### src/hw/rtl/gbn_pkg.sv
`timescale 1ns / 1ps

package gbn_pkg;

    // Field widths of the channels
    localparam int CMD_W       = 2;
    localparam int PAY_FIELD_W = 64;
    localparam int SEQ_FIELD_W = 16;
    localparam int EV_W        = 3;
    localparam int TM_W        = 2;
    localparam int WIN_REG_W   = 4;

    localparam logic [WIN_REG_W-1:0] WIN_RESET = 4'd8;

    // Command codes
    localparam logic [CMD_W-1:0] CMD_SEND    = 2'd0;
    localparam logic [CMD_W-1:0] CMD_ACK     = 2'd1;
    localparam logic [CMD_W-1:0] CMD_TIMEOUT = 2'd2;

    // Event codes
    localparam logic [EV_W-1:0] EV_TX      = 3'd0;
    localparam logic [EV_W-1:0] EV_REFUSED = 3'd1;
    localparam logic [EV_W-1:0] EV_ACK_OK  = 3'd2;
    localparam logic [EV_W-1:0] EV_ACK_BAD = 3'd3;
    localparam logic [EV_W-1:0] EV_IDLE    = 3'd4;

    // Timer actions
    localparam logic [TM_W-1:0] TM_NONE    = 2'd0;
    localparam logic [TM_W-1:0] TM_START   = 2'd1;
    localparam logic [TM_W-1:0] TM_STOP    = 2'd2;
    localparam logic [TM_W-1:0] TM_RESTART = 2'd3;

    typedef struct packed {
        logic [EV_W-1:0]        event_res;
        logic [SEQ_FIELD_W-1:0] packet_seq;
        logic [PAY_FIELD_W-1:0] packet_payload;
        logic [TM_W-1:0]        timer_action;
        logic [SEQ_FIELD_W-1:0] timer_seq;
        logic                   window_full;
        logic                   last_of_burst;
    } t_result;

    // Controller to datapath
    typedef struct packed {
        logic latch_in;
        logic run_single;
        logic burst_start;
        logic burst_emit;
    } t_dp_cmd;

    // Datapath to controller
    typedef struct packed {
        logic [CMD_W-1:0] op;
        logic             cnt_zero;
        logic             burst_last;
        logic             out_free;
    } t_dp_status;

endpackage

### src/hw/rtl/gbn_in_if.sv
`timescale 1ns / 1ps

interface gbn_in_if;
    logic                               valid;
    logic                               ready;
    logic [gbn_pkg::CMD_W-1:0]          command;
    logic [gbn_pkg::PAY_FIELD_W-1:0]    message_payload;
    logic [gbn_pkg::SEQ_FIELD_W-1:0]    ack_number;
    logic                               ack_checksum_ok;

    modport source (output valid, command, message_payload, ack_number, ack_checksum_ok,
                    input ready);
    modport sink (input valid, command, message_payload, ack_number, ack_checksum_ok,
                  output ready);
endinterface

### src/hw/rtl/gbn_out_if.sv
`timescale 1ns / 1ps

interface gbn_out_if;
    logic                               valid;
    logic                               ready;
    logic [gbn_pkg::EV_W-1:0]           event_res;
    logic [gbn_pkg::SEQ_FIELD_W-1:0]    packet_seq;
    logic [gbn_pkg::PAY_FIELD_W-1:0]    packet_payload;
    logic [gbn_pkg::TM_W-1:0]           timer_action;
    logic [gbn_pkg::SEQ_FIELD_W-1:0]    timer_seq;
    logic                               window_full;
    logic                               last_of_burst;

    modport source (output valid, event_res, packet_seq, packet_payload, timer_action,
                    timer_seq, window_full, last_of_burst, input ready);
    modport sink (input valid, event_res, packet_seq, packet_payload, timer_action,
                  timer_seq, window_full, last_of_burst, output ready);
endinterface

### src/hw/rtl/gbn_cfg_if.sv
`timescale 1ns / 1ps

interface gbn_cfg_if;
    logic                               valid;
    logic                               ready;
    logic [gbn_pkg::WIN_REG_W-1:0]      data;

    modport source (output valid, data, input ready);
    modport sink (input valid, data, output ready);
endinterface

### src/hw/rtl/gbn_ram.sv
`timescale 1ns / 1ps

module gbn_ram #(
    parameter int WIDTH = 64,
    parameter int DEPTH = 8
) (
    input  logic                                 i_clk,
    input  logic                                 i_we,
    input  logic [(DEPTH > 1 ? $clog2(DEPTH) : 1)-1:0] i_waddr,
    input  logic [WIDTH-1:0]                     i_wdata,
    input  logic                                 i_re,
    input  logic [(DEPTH > 1 ? $clog2(DEPTH) : 1)-1:0] i_raddr,
    output logic [WIDTH-1:0]                     o_rdata
);

    logic [WIDTH-1:0] r_mem [DEPTH];
    logic [WIDTH-1:0] r_rdata;

    always_ff @(posedge i_clk) begin
        if (i_we) begin
            r_mem[i_waddr] <= i_wdata;
        end
        if (i_re) begin
            r_rdata <= r_mem[i_raddr];
        end
    end

    assign o_rdata = r_rdata;

endmodule

### src/hw/rtl/gbn_ctrl.sv
`timescale 1ns / 1ps

module gbn_ctrl (
    input  logic                i_clk,
    input  logic                i_rst_n,
    input  logic                i_in_valid,
    output logic                o_in_ready,
    input  gbn_pkg::t_dp_status i_st,
    output gbn_pkg::t_dp_cmd    o_cmd
);

    localparam logic [1:0] S_IDLE  = 2'd0;
    localparam logic [1:0] S_EXEC  = 2'd1;
    localparam logic [1:0] S_BURST = 2'd2;

    logic [1:0] r_state;
    logic [1:0] n_state;

    always_comb begin
        n_state = r_state;
        o_cmd   = '0;
        unique case (r_state)
            S_IDLE: begin
                if (i_in_valid) begin
                    o_cmd.latch_in = 1'b1;
                    n_state        = S_EXEC;
                end
            end
            S_EXEC: begin
                if (i_st.op == gbn_pkg::CMD_TIMEOUT && !i_st.cnt_zero) begin
                    // prime the first read of the burst
                    o_cmd.burst_start = 1'b1;
                    n_state           = S_BURST;
                end else if (i_st.op == gbn_pkg::CMD_SEND || i_st.op == gbn_pkg::CMD_ACK ||
                             i_st.op == gbn_pkg::CMD_TIMEOUT) begin
                    if (i_st.out_free) begin
                        o_cmd.run_single = 1'b1;
                        n_state          = S_IDLE;
                    end
                end else begin
                    // drop unknown command
                    n_state = S_IDLE;
                end
            end
            S_BURST: begin
                if (i_st.out_free) begin
                    o_cmd.burst_emit = 1'b1;
                    if (i_st.burst_last) begin
                        n_state = S_IDLE;
                    end
                end
            end
            default: begin
                n_state = S_IDLE;
            end
        endcase
    end

    always_ff @(posedge i_clk) begin
        if (!i_rst_n) begin
            r_state <= S_IDLE;
        end else begin
            r_state <= n_state;
        end
    end

    assign o_in_ready = (r_state == S_IDLE);

endmodule

### src/hw/rtl/gbn_dp.sv
`timescale 1ns / 1ps

module gbn_dp #(
    parameter int DEPTH        = 8,
    parameter int SEQ_BITS     = 16,
    parameter int PAYLOAD_BITS = 64
) (
    input  logic                                i_clk,
    input  logic                                i_rst_n,
    input  logic                                i_cfg_we,
    input  logic [gbn_pkg::WIN_REG_W-1:0]       i_cfg_data,
    input  logic [gbn_pkg::CMD_W-1:0]           i_command,
    input  logic [gbn_pkg::PAY_FIELD_W-1:0]     i_message_payload,
    input  logic [gbn_pkg::SEQ_FIELD_W-1:0]     i_ack_number,
    input  logic                                i_ack_checksum_ok,
    input  gbn_pkg::t_dp_cmd                    i_cmd,
    output gbn_pkg::t_dp_status                 o_st,
    output logic                                o_out_valid,
    input  logic                                i_out_ready,
    output gbn_pkg::t_result                    o_out
);

    localparam int PTR_W = (DEPTH > 1) ? $clog2(DEPTH) : 1;
    localparam int CNT_W = $clog2(DEPTH + 1);
    localparam int WRW   = gbn_pkg::WIN_REG_W;
    localparam int SFW   = gbn_pkg::SEQ_FIELD_W;
    localparam int PFW   = gbn_pkg::PAY_FIELD_W;

    localparam logic [WRW-1:0]   DEPTH_REG = WRW'(DEPTH);
    localparam logic [PTR_W-1:0] PTR_LAST  = PTR_W'(DEPTH - 1);

    function automatic logic [PTR_W-1:0] ptr_inc(input logic [PTR_W-1:0] p);
        ptr_inc = (p == PTR_LAST) ? '0 : p + PTR_W'(1);
    endfunction

    logic [WRW-1:0]                 r_window;
    logic [SEQ_BITS-1:0]            r_base;
    logic [SEQ_BITS-1:0]            r_next;
    logic [CNT_W-1:0]               r_count;
    logic [PTR_W-1:0]               r_base_ptr;
    logic [PTR_W-1:0]               r_tail_ptr;
    logic [PTR_W-1:0]               r_burst_ptr;
    logic [CNT_W-1:0]               r_idx;
    logic [gbn_pkg::CMD_W-1:0]      r_op;
    logic [PAYLOAD_BITS-1:0]        r_pay;
    logic [SEQ_BITS-1:0]            r_ack;
    logic                           r_ok;
    logic                           r_out_valid;
    gbn_pkg::t_result               r_out;

    logic [SEQ_BITS-1:0]            n_base;
    logic [SEQ_BITS-1:0]            n_next;
    logic [CNT_W-1:0]               n_count;
    logic [PTR_W-1:0]               n_base_ptr;
    logic [PTR_W-1:0]               n_tail_ptr;
    gbn_pkg::t_result               n_res;

    logic [WRW-1:0]                 win_clip;
    logic [CNT_W-1:0]               eff_win;
    logic [SEQ_BITS-1:0]            ack_dist;
    logic                           ack_take;
    logic [CNT_W-1:0]               ack_num;
    logic [CNT_W:0]                 ptr_sum;
    logic [SEQ_BITS-1:0]            ack_next;
    logic                           ram_we;
    logic                           ram_re;
    logic [PTR_W-1:0]               ram_raddr;
    logic [PAYLOAD_BITS-1:0]        ram_rdata;
    logic                           out_free;
    logic                           burst_last;

    gbn_ram #(
        .WIDTH (PAYLOAD_BITS),
        .DEPTH (DEPTH)
    ) u_ring (
        .i_clk   (i_clk),
        .i_we    (ram_we),
        .i_waddr (r_tail_ptr),
        .i_wdata (r_pay),
        .i_re    (ram_re),
        .i_raddr (ram_raddr),
        .o_rdata (ram_rdata)
    );

    always_comb begin
        win_clip = r_window;
        if (r_window == '0) begin
            win_clip = WRW'(1);
        end else if (r_window > DEPTH_REG) begin
            win_clip = DEPTH_REG;
        end
        eff_win = CNT_W'(win_clip);
    end

    assign ack_dist = r_ack - r_base;
    assign ack_take = r_ok && (ack_dist < SEQ_BITS'(r_count));
    assign ack_num  = CNT_W'(ack_dist) + CNT_W'(1);
    assign ack_next = r_ack + SEQ_BITS'(1);

    always_comb begin
        ptr_sum = (CNT_W + 1)'(r_base_ptr) + (CNT_W + 1)'(ack_num);
        if (ptr_sum >= (CNT_W + 1)'(DEPTH)) begin
            ptr_sum = ptr_sum - (CNT_W + 1)'(DEPTH);
        end
    end

    assign out_free   = !r_out_valid || i_out_ready;
    assign burst_last = (r_idx + CNT_W'(1)) == r_count;

    // single-result commands
    always_comb begin
        n_base     = r_base;
        n_next     = r_next;
        n_count    = r_count;
        n_base_ptr = r_base_ptr;
        n_tail_ptr = r_tail_ptr;
        ram_we     = 1'b0;
        n_res      = '0;
        n_res.last_of_burst = 1'b1;
        unique case (r_op)
            gbn_pkg::CMD_SEND: begin
                if (r_count < eff_win) begin
                    ram_we             = i_cmd.run_single;
                    n_count            = r_count + CNT_W'(1);
                    n_next             = r_next + SEQ_BITS'(1);
                    n_tail_ptr         = ptr_inc(r_tail_ptr);
                    n_res.event_res    = gbn_pkg::EV_TX;
                    n_res.packet_seq   = SFW'(r_next);
                    n_res.packet_payload = PFW'(r_pay);
                    if (r_count == '0) begin
                        n_res.timer_action = gbn_pkg::TM_START;
                        n_res.timer_seq    = SFW'(r_next);
                    end
                end else begin
                    n_res.event_res = gbn_pkg::EV_REFUSED;
                end
            end
            gbn_pkg::CMD_ACK: begin
                if (r_count == '0) begin
                    n_res.event_res = gbn_pkg::EV_IDLE;
                end else if (ack_take) begin
                    n_count         = r_count - ack_num;
                    n_base          = ack_next;
                    n_base_ptr      = PTR_W'(ptr_sum);
                    n_res.event_res = gbn_pkg::EV_ACK_OK;
                    if (r_count == ack_num) begin
                        n_res.timer_action = gbn_pkg::TM_STOP;
                        n_res.timer_seq    = SFW'(r_base);
                    end else begin
                        n_res.timer_action = gbn_pkg::TM_RESTART;
                        n_res.timer_seq    = SFW'(ack_next);
                    end
                end else begin
                    n_res.event_res = gbn_pkg::EV_ACK_BAD;
                end
            end
            gbn_pkg::CMD_TIMEOUT: begin
                n_res.event_res = gbn_pkg::EV_IDLE;
            end
            default: begin
                n_res.event_res = gbn_pkg::EV_IDLE;
            end
        endcase
        n_res.window_full = (n_count >= eff_win);
    end

    // burst reads walk the ring one entry per emitted word
    always_comb begin
        ram_re    = 1'b0;
        ram_raddr = r_burst_ptr;
        if (i_cmd.burst_start) begin
            ram_re    = 1'b1;
            ram_raddr = r_base_ptr;
        end else if (i_cmd.burst_emit && !burst_last) begin
            ram_re = 1'b1;
        end
    end

    always_ff @(posedge i_clk) begin
        if (!i_rst_n) begin
            r_window    <= gbn_pkg::WIN_RESET;
            r_base      <= SEQ_BITS'(1);
            r_next      <= SEQ_BITS'(1);
            r_count     <= '0;
            r_base_ptr  <= '0;
            r_tail_ptr  <= '0;
            r_burst_ptr <= '0;
            r_idx       <= '0;
            r_op        <= '0;
            r_out_valid <= 1'b0;
        end else begin
            if (i_cfg_we) begin
                r_window <= i_cfg_data;
            end
            if (i_cmd.latch_in) begin
                r_op <= i_command;
            end
            if (i_cmd.run_single) begin
                r_base     <= n_base;
                r_next     <= n_next;
                r_count    <= n_count;
                r_base_ptr <= n_base_ptr;
                r_tail_ptr <= n_tail_ptr;
            end
            if (i_cmd.burst_start) begin
                r_burst_ptr <= ptr_inc(r_base_ptr);
                r_idx       <= '0;
            end else if (i_cmd.burst_emit) begin
                r_burst_ptr <= ptr_inc(r_burst_ptr);
                r_idx       <= r_idx + CNT_W'(1);
            end
            if (i_cmd.run_single || i_cmd.burst_emit) begin
                r_out_valid <= 1'b1;
            end else if (i_out_ready) begin
                r_out_valid <= 1'b0;
            end
        end
    end

    always_ff @(posedge i_clk) begin
        if (i_cmd.latch_in) begin
            r_pay <= PAYLOAD_BITS'(i_message_payload);
            r_ack <= SEQ_BITS'(i_ack_number);
            r_ok  <= i_ack_checksum_ok;
        end
        if (i_cmd.run_single) begin
            r_out <= n_res;
        end else if (i_cmd.burst_emit) begin
            r_out.event_res      <= gbn_pkg::EV_TX;
            r_out.packet_seq     <= SFW'(r_base + SEQ_BITS'(r_idx));
            r_out.packet_payload <= PFW'(ram_rdata);
            r_out.timer_action   <= (r_idx == '0) ? gbn_pkg::TM_RESTART : gbn_pkg::TM_NONE;
            r_out.timer_seq      <= (r_idx == '0) ? SFW'(r_base) : '0;
            r_out.window_full    <= (r_count >= eff_win);
            r_out.last_of_burst  <= burst_last;
        end
    end

    assign o_st.op         = r_op;
    assign o_st.cnt_zero   = (r_count == '0);
    assign o_st.burst_last = burst_last;
    assign o_st.out_free   = out_free;

    assign o_out_valid = r_out_valid;
    assign o_out       = r_out;

endmodule

### src/hw/rtl/go_back_n_sender_window_unit.sv
`timescale 1ns / 1ps
// Go-back-N sender window.
// Channels: i_in carries one command word (send, ack, timeout) with its
// payload, ack number and checksum flag; o_out delivers result words; i_cfg
// writes the window_in_use register and is always ready. All use valid/ready.
// Sequence: a word accepted in idle moves the controller to execute, where its
// result is registered in the output register once that register is free.
// Send and ack words follow this accept-then-execute sequence of the
// controller, and no new word is accepted until the last one has executed.
// A timeout with packets outstanding first primes the payload-ring read,
// then the ring's registered read port yields one retransmitted word per
// cycle while the output is not stalled.
// The output register holds a finished word, so the next command word is
// accepted while that word waits to be taken.
// Stall: while a word waits with o_out.ready low, execution and the burst
// walk hold and the word stays put; input stalls until the controller is idle.
// Reset (i_rst_n low, synchronous): window base and next sequence go to 1,
// nothing is outstanding, window_in_use returns to 8, o_out drops valid.
// The payload ring needs no clearing; entries are written before being read.
// Unknown command code 3 is consumed with no result.

module go_back_n_sender_window_unit #(
    parameter int WINDOW       = 8,
    parameter int SEQ_BITS     = 16,
    parameter int PAYLOAD_BITS = 64
) (
    input  logic       i_clk,
    input  logic       i_rst_n,
    gbn_in_if.sink     i_in,
    gbn_out_if.source  o_out,
    gbn_cfg_if.sink    i_cfg
);

    // ring holds at most eight packets
    localparam int DEPTH = (WINDOW < 8) ? WINDOW : 8;

    gbn_pkg::t_dp_cmd    dp_cmd;
    gbn_pkg::t_dp_status dp_st;
    gbn_pkg::t_result    res;
    logic                in_ready;
    logic                out_valid;

    // Sequence the command: accept, execute, walk the burst
    gbn_ctrl u_ctrl (
        .i_clk      (i_clk),
        .i_rst_n    (i_rst_n),
        .i_in_valid (i_in.valid),
        .o_in_ready (in_ready),
        .i_st       (dp_st),
        .o_cmd      (dp_cmd)
    );

    // Window state, payload ring and output register
    gbn_dp #(
        .DEPTH        (DEPTH),
        .SEQ_BITS     (SEQ_BITS),
        .PAYLOAD_BITS (PAYLOAD_BITS)
    ) u_dp (
        .i_clk             (i_clk),
        .i_rst_n           (i_rst_n),
        .i_cfg_we          (i_cfg.valid),
        .i_cfg_data        (i_cfg.data),
        .i_command         (i_in.command),
        .i_message_payload (i_in.message_payload),
        .i_ack_number      (i_in.ack_number),
        .i_ack_checksum_ok (i_in.ack_checksum_ok),
        .i_cmd             (dp_cmd),
        .o_st              (dp_st),
        .o_out_valid       (out_valid),
        .i_out_ready       (o_out.ready),
        .o_out             (res)
    );

    assign i_in.ready  = in_ready;
    assign i_cfg.ready = 1'b1;

    assign o_out.valid          = out_valid;
    assign o_out.event_res      = res.event_res;
    assign o_out.packet_seq     = res.packet_seq;
    assign o_out.packet_payload = res.packet_payload;
    assign o_out.timer_action   = res.timer_action;
    assign o_out.timer_seq      = res.timer_seq;
    assign o_out.window_full    = res.window_full;
    assign o_out.last_of_burst  = res.last_of_burst;

    // One command word at a time: no accept right after an accept
    a_one_in_flight: assert property (@(posedge i_clk) disable iff (!i_rst_n)
        (i_in.valid && i_in.ready) |=> !i_in.ready)
        else $error("input accepted twice in a row");

    // Only retransmit bursts span several words
    a_non_tx_is_last: assert property (@(posedge i_clk) disable iff (!i_rst_n)
        (o_out.valid && o_out.event_res != gbn_pkg::EV_TX) |-> o_out.last_of_burst)
        else $error("non-transmit result not marked last");

    // Timer start ties to the packet just sent
    a_start_on_tx: assert property (@(posedge i_clk) disable iff (!i_rst_n)
        (o_out.valid && o_out.timer_action == gbn_pkg::TM_START) |->
        (o_out.event_res == gbn_pkg::EV_TX && o_out.timer_seq == o_out.packet_seq))
        else $error("timer start not tied to transmitted packet");

endmodule

### src/flat_wrapper.sv
// flat-port wrapper written by rule: the top's interface ports become plain ports
module go_back_n_sender_window_unit_flat 
#(
    parameter int WINDOW       = 8,
    parameter int SEQ_BITS     = 16,
    parameter int PAYLOAD_BITS = 64
)
  (i_clk, i_rst_n, i_in_valid, i_in_command, i_in_message_payload, i_in_ack_number, i_in_ack_checksum_ok, i_in_ready, o_out_valid, o_out_event_res, o_out_packet_seq, o_out_packet_payload, o_out_timer_action, o_out_timer_seq, o_out_window_full, o_out_last_of_burst, o_out_ready, i_cfg_valid, i_cfg_data, i_cfg_ready);
  gbn_in_if i_in_i ();
  gbn_out_if o_out_i ();
  gbn_cfg_if i_cfg_i ();
  input  logic i_clk;
  input  logic i_rst_n;
  input wire logic [$bits(i_in_i.valid)-1:0] i_in_valid;
  input wire logic [$bits(i_in_i.command)-1:0] i_in_command;
  input wire logic [$bits(i_in_i.message_payload)-1:0] i_in_message_payload;
  input wire logic [$bits(i_in_i.ack_number)-1:0] i_in_ack_number;
  input wire logic [$bits(i_in_i.ack_checksum_ok)-1:0] i_in_ack_checksum_ok;
  output wire logic [$bits(i_in_i.ready)-1:0] i_in_ready;
  output wire logic [$bits(o_out_i.valid)-1:0] o_out_valid;
  output wire logic [$bits(o_out_i.event_res)-1:0] o_out_event_res;
  output wire logic [$bits(o_out_i.packet_seq)-1:0] o_out_packet_seq;
  output wire logic [$bits(o_out_i.packet_payload)-1:0] o_out_packet_payload;
  output wire logic [$bits(o_out_i.timer_action)-1:0] o_out_timer_action;
  output wire logic [$bits(o_out_i.timer_seq)-1:0] o_out_timer_seq;
  output wire logic [$bits(o_out_i.window_full)-1:0] o_out_window_full;
  output wire logic [$bits(o_out_i.last_of_burst)-1:0] o_out_last_of_burst;
  input wire logic [$bits(o_out_i.ready)-1:0] o_out_ready;
  input wire logic [$bits(i_cfg_i.valid)-1:0] i_cfg_valid;
  input wire logic [$bits(i_cfg_i.data)-1:0] i_cfg_data;
  output wire logic [$bits(i_cfg_i.ready)-1:0] i_cfg_ready;
  assign i_in_i.valid = i_in_valid;
  assign i_in_i.command = i_in_command;
  assign i_in_i.message_payload = i_in_message_payload;
  assign i_in_i.ack_number = i_in_ack_number;
  assign i_in_i.ack_checksum_ok = i_in_ack_checksum_ok;
  assign i_in_ready = i_in_i.ready;
  assign o_out_valid = o_out_i.valid;
  assign o_out_event_res = o_out_i.event_res;
  assign o_out_packet_seq = o_out_i.packet_seq;
  assign o_out_packet_payload = o_out_i.packet_payload;
  assign o_out_timer_action = o_out_i.timer_action;
  assign o_out_timer_seq = o_out_i.timer_seq;
  assign o_out_window_full = o_out_i.window_full;
  assign o_out_last_of_burst = o_out_i.last_of_burst;
  assign o_out_i.ready = o_out_ready;
  assign i_cfg_i.valid = i_cfg_valid;
  assign i_cfg_i.data = i_cfg_data;
  assign i_cfg_ready = i_cfg_i.ready;
  go_back_n_sender_window_unit #(.WINDOW(WINDOW), .SEQ_BITS(SEQ_BITS), .PAYLOAD_BITS(PAYLOAD_BITS)) u_core (.i_clk(i_clk), .i_rst_n(i_rst_n), .i_in(i_in_i), .o_out(o_out_i), .i_cfg(i_cfg_i));
endmodule
### config.mk
export PLATFORM = sky130hd
export DESIGN_NAME = go_back_n_sender_window_unit_flat
export DESIGN_NICKNAME = d
export VERILOG_FILES = /design/src/hw/rtl/gbn_pkg.sv /design/src/hw/rtl/gbn_in_if.sv /design/src/hw/rtl/gbn_out_if.sv /design/src/hw/rtl/gbn_cfg_if.sv /design/src/hw/rtl/gbn_ram.sv /design/src/hw/rtl/gbn_ctrl.sv /design/src/hw/rtl/gbn_dp.sv /design/src/hw/rtl/go_back_n_sender_window_unit.sv /design/src/flat_wrapper.sv
export SDC_FILE = /design/constraint.sdc
export NUM_CORES = 1
export LEC_CHECK = 0
export BUFFER_PORTS_ARGS = -buffer_cell sky130_fd_sc_hd__clkbuf_2
export CORE_MARGIN = 3
export CORE_UTILIZATION = 40
export CTS_BUF_LIST = sky130_fd_sc_hd__clkbuf_8
export DETAILED_ROUTE_END_ITERATION = 6
export GPL_TIMING_DRIVEN = 0
export SYNTH_ARGS = -nofsm -noshare
export SYNTH_HDL_FRONTEND = slang
export SYNTH_SLANG_ARGS = --single-unit
export TNS_END_PERCENT = 50
### constraint.sdc
create_clock -name i_clk -period 20.9 [get_ports i_clk]
set_input_delay 2.09 -clock i_clk [delete_from_list [all_inputs] [get_ports i_clk]]
set_output_delay 2.09 -clock i_clk [all_outputs]
set_load 0.05 [all_outputs]
==> results_dict.tcl <==
set metrics [dict create \
    final_area_um2 38530 \
    timing.setup.tns_ps 0 \
    die_h_um 292.5 \
    hp-class "flip-flop to flip-flop" \
    clock_tree.buffer_depth 3 \
    final_nets 2337 \
    reg2reg_to "u_core.u_dp.o_out[1]$_DFFE_PP_" \
    hold-worst-slack_ps 472.5 \
    p_int_w 0.002561 \
    synthArstFlopShare_pct 0 \
    worstPathArrival_ps 6390 \
    layout-drive-gt1-share_pct 29.23 \
    setup_viol 0 \
    hold_buffers 0 \
    dp_hpwl_um 53510 \
    drc 0 \
    fp.coreArea_um2 80940 \
    drt-pass1-iter-count 7 \
    drv_cap 0 \
    rsz0062_at_grt "no" \
    die_width_um 292.5 \
    num_vias 17940 \
    cts-resized-gates 0 \
    required_ps 21410 \
    grt_util_all_layers_pct 18.92 \
    clk_latency_ps 770 \
    combPwrFrac_pct 5.2 \
    grt_pass1_wl_um 120300 \
    cts_buffers 139 \
    htreeDepth 4 \
    placed_area_um2 36050 \
    dp_slack_ps 14630 \
    min_period_ps 5878 \
    cp-end-kind "flip-flop" \
    met3_usage_pct 3.973 \
    antenna_found_initial 1 \
    drtIter0Drc 1320 \
    critPathKind "flip-flop to flip-flop" \
    cts.clk_slew.worst_paths_ps 70 \
    syn2layout_area_growth_pct 17.34 \
    fin_skew_ps 28.11 \
    initial_utilization_pct 40.57 \
    syn_area_um2 32840 \
    r2r_cells 21 \
    p_switching_w 0.0007766 \
    post_cts_buffers 0 \
    rows 104 \
    crit_slowest_cell "a2111oi_1" \
    hold_violations 0 \
    syn_inst 1797 \
    outcome "finished clean" \
    fin_crit_sh_pct 28.13 \
    slew_violations 0 \
    ys_ff_latch 818 \
    yosys-top-cells-area "edfxtp_1 69%, mux4_2 8.8%, dfxtp_1 3.6%" \
    worstPathMaxFanout 8 \
    avgSynthCellArea_um2 18.28 \
    viasPerCell 5.362 \
    start_kind "flip-flop" \
    synth_edf_count 759 \
    synth-main-ff-cell "edfxtp_1" \
    worstMarginPinSlew_ps 1108 \
    synth_nets 1941 \
    setup_slack_ps 15020 \
    busiest_layer "met2" \
    grt_max_degree 58 \
    routed_wl_um 80030 \
    rrSetupSlack_ps 15020 \
    ys_warn_count 0 \
    relSlewSlack_pct 26.16 \
    peakVddDrop_mv 0.05043 \
    use_met2_pct 31.82 \
    p_total_w 0.003337 \
    swShare_pct 23.27 \
    use_met1_pct 24.76 \
    leakage_nw 13.44 \
    ys_seq_area_share_pct 73.00 \
    seq_power_share_pct 55.6 \
    cts_tree "yes" \
    hold_end "u_core.u_dp.o_out[0]$_SDFFE_PP1P_" \
    die_area_um2 85570 \
    clockRootBuffer "clkbuf_8" \
    port_buffers 195 \
    ant_nets 0 \
    crit_chain "ha_1 -> o21a_1 -> o31a_1 -> nor2_1 -> ha_1 -> nand2b_1 -> a2111oi_0 -> nand4b_1 -> nor4_2 -> o2111ai_1 -> a2111oi_1 -> and4_1 -> buf_2 -> a211oi_1 -> nand2b_1 -> ha_1 -> nand2b_1 -> a21o_1 -> a21o_1 -> a21oi_1 -> o21bai_1" \
    clkSinkCount 818 \
    grt_pass1_vias 19050 \
    clockPowerShare_pct 39.2 \
    hold_depth 1 \
    gr-total-overflow 0 \
    max_freq_mhz 170.1 \
    synth_top_area_share_pct 69.40 \
    r2r_start "u_core.u_dp.r_ack[2]$_DFFE_PP_" \
    wl_per_cell_um 23.92 \
    yosysTopAreaCell "edfxtp_1" \
    hold_start "u_core.u_dp.o_out[0]$_SDFFE_PP1P_" \
    power.density_nw_per_um2 86.61 \
    slowest_delay_ps 830 \
    io_pins 198 \
    globalplace.congestion 0.8835 \
    synth.distinct_cells 86 \
]
[synth_stat cells, drive strengths merged (4+ instances only)]
| cell type | n |
|---|---|
| a211oi | 8 |
| a21o | 14 |
| a21oi | 37 |
| a221o | 14 |
| a22o | 67 |
| a22oi | 4 |
| a31oi | 6 |
| and2 | 25 |
| and3 | 14 |
| and4 | 4 |
| buf | 36 |
| clkbuf | 43 |
| dfxtp | 59 |
| edfxtp | 759 |
| fa | 4 |
| ha | 48 |
| inv | 36 |
| mux2 | 65 |
| mux2i | 26 |
| mux4 | 128 |
| nand2 | 74 |
| nand2b | 8 |
| nand3 | 21 |
| nand4 | 15 |
| nor2 | 77 |
| nor2b | 16 |
| nor3 | 19 |
| nor3b | 4 |
| nor4 | 5 |
| nor4b | 4 |
| o211ai | 4 |
| o21a | 7 |
| o21ai | 37 |
| or3 | 8 |
| xnor2 | 39 |
| xor2 | 23 |
[stage by stage]
stage          util (%)  instances
3_3_place_gp      43.42       3052
3_5_place_dp      44.54       3112
6_report          47.61       3346
5_1_grt           47.61       3346
2_1_floorplan         -       1797
4_1_cts           47.60       3345
[cell usage in the layout, fill, tap and decap left out, types with 8 or more instances in the layout]
cell type    n
a221o_1     14
ha_1        48
clkbuf_1    43
nor2b_1     16
and2_1      24
nand2_1     71
buf_8        8
clkbuf_8   144
clkbuf_2   195
xnor2_1     39
or3_1        8
nand3_1     21
and3_1      12
o21ai_0     33
buf_1       19
nor3_1      13
mux2_2      64
nand4_1     14
nand2b_1     8
buf_6       34
mux4_2     128
dfxtp_1     59
xor2_1      23
mux2i_1     25
edfxtp_1   759
inv_1       77
a21oi_1     37
clkinv_1    22
buf_4       15
a21o_1      13
buf_12       9
nor2_1      71
a22o_1      67
[state kept, by name (all words and copies together) (netlist names), 4 cells and up]
register                    cells
u_core.u_dp.r_ack              16
u_core.u_dp.u_ring.o_rdata     64
u_core.u_dp.r_idx               4
u_core.u_dp.r_window            4
u_core.u_dp.u_ring.r_mem      512
u_core.u_dp.r_count             4
u_core.u_dp.r_base             16
u_core.u_dp.r_pay              64
u_core.u_dp.r_next             16
u_core.u_dp.o_out             103
[critical path, delay by kind of cell, from the launching register on]
kind / cells / cell delay (ps)
adder cells (fa/ha/maj): 3 / 910
buffers and inverters: 1 / 200
AND/OR/NAND/NOR: 7 / 1450
AO/OA/AOI/OAI: 10 / 2540
flip-flops: 1 / 500
[cell type report]
cell class	instances	area, µm²
diodes	1	2.502
plain buffers	79	371.6
clock buffers	144	1982
clock inverters	89	496.7
fillers	6891	42400
inverters	36	135.1
multi-input cells	864	8447
flip-flops and latches	818	23970
well taps	1060	1326
repair buffers	255	1800
[kinds of logic after synthesis]
family | synth area share, %
XOR/XNOR | 1.654
buffers and inverters | 1.543
AND/OR/NAND/NOR | 4.801
AO/OA/AOI/OAI | 5.121
flip-flops | 73.00
other | 0.01142
adder cells (fa/ha/maj) | 2.073
multiplexers | 11.80
[worst max path at each step]
stage,from,endpoint,slack (ps),depth (start not counted)
final,u_core.u_dp.r_ack[2]$_DFFE_PP_,u_core.u_dp.o_out[1]$_DFFE_PP_,15020,21
after floorplan,o_out_ready,u_core.u_dp.u_ring.r_mem[0][0]$_DFFE_PP_,11580,4
after global routing,u_core.u_dp.r_base[1]$_SDFFE_PN0P_,u_core.u_dp.o_out[1]$_DFFE_PP_,14530,23
after global placement,o_out_ready,u_core.u_dp.u_ring.r_mem[0][20]$_DFFE_PP_,4440,5
after detailed placement,o_out_ready,u_core.u_dp.u_ring.r_mem[4][48]$_DFFE_PP_,14630,12
after CTS,u_core.u_dp.r_ack[2]$_DFFE_PP_,u_core.u_dp.o_out[1]$_DFFE_PP_,15040,21
[power groups by stage]
stage	Sequential (W)	Combinational, W	Clock, W
after floorplan	0.00191	0.0000845	0
final	0.00185	0.000175	0.00131
after global placement	0.00189	0.000167	0
after CTS	0.00185	0.000177	0.00135
after global routing	0.00186	0.000189	0.00143
after detailed placement	0.00189	0.000176	0
[per-layer routing]
layer	share of wire, %	wire length, µm
met5	0	0
met4	2.2	1772
met3	5.2	4179
met2	50	39700
met1	43	34370
Note: power is estimated with default switching activity, not from simulation.
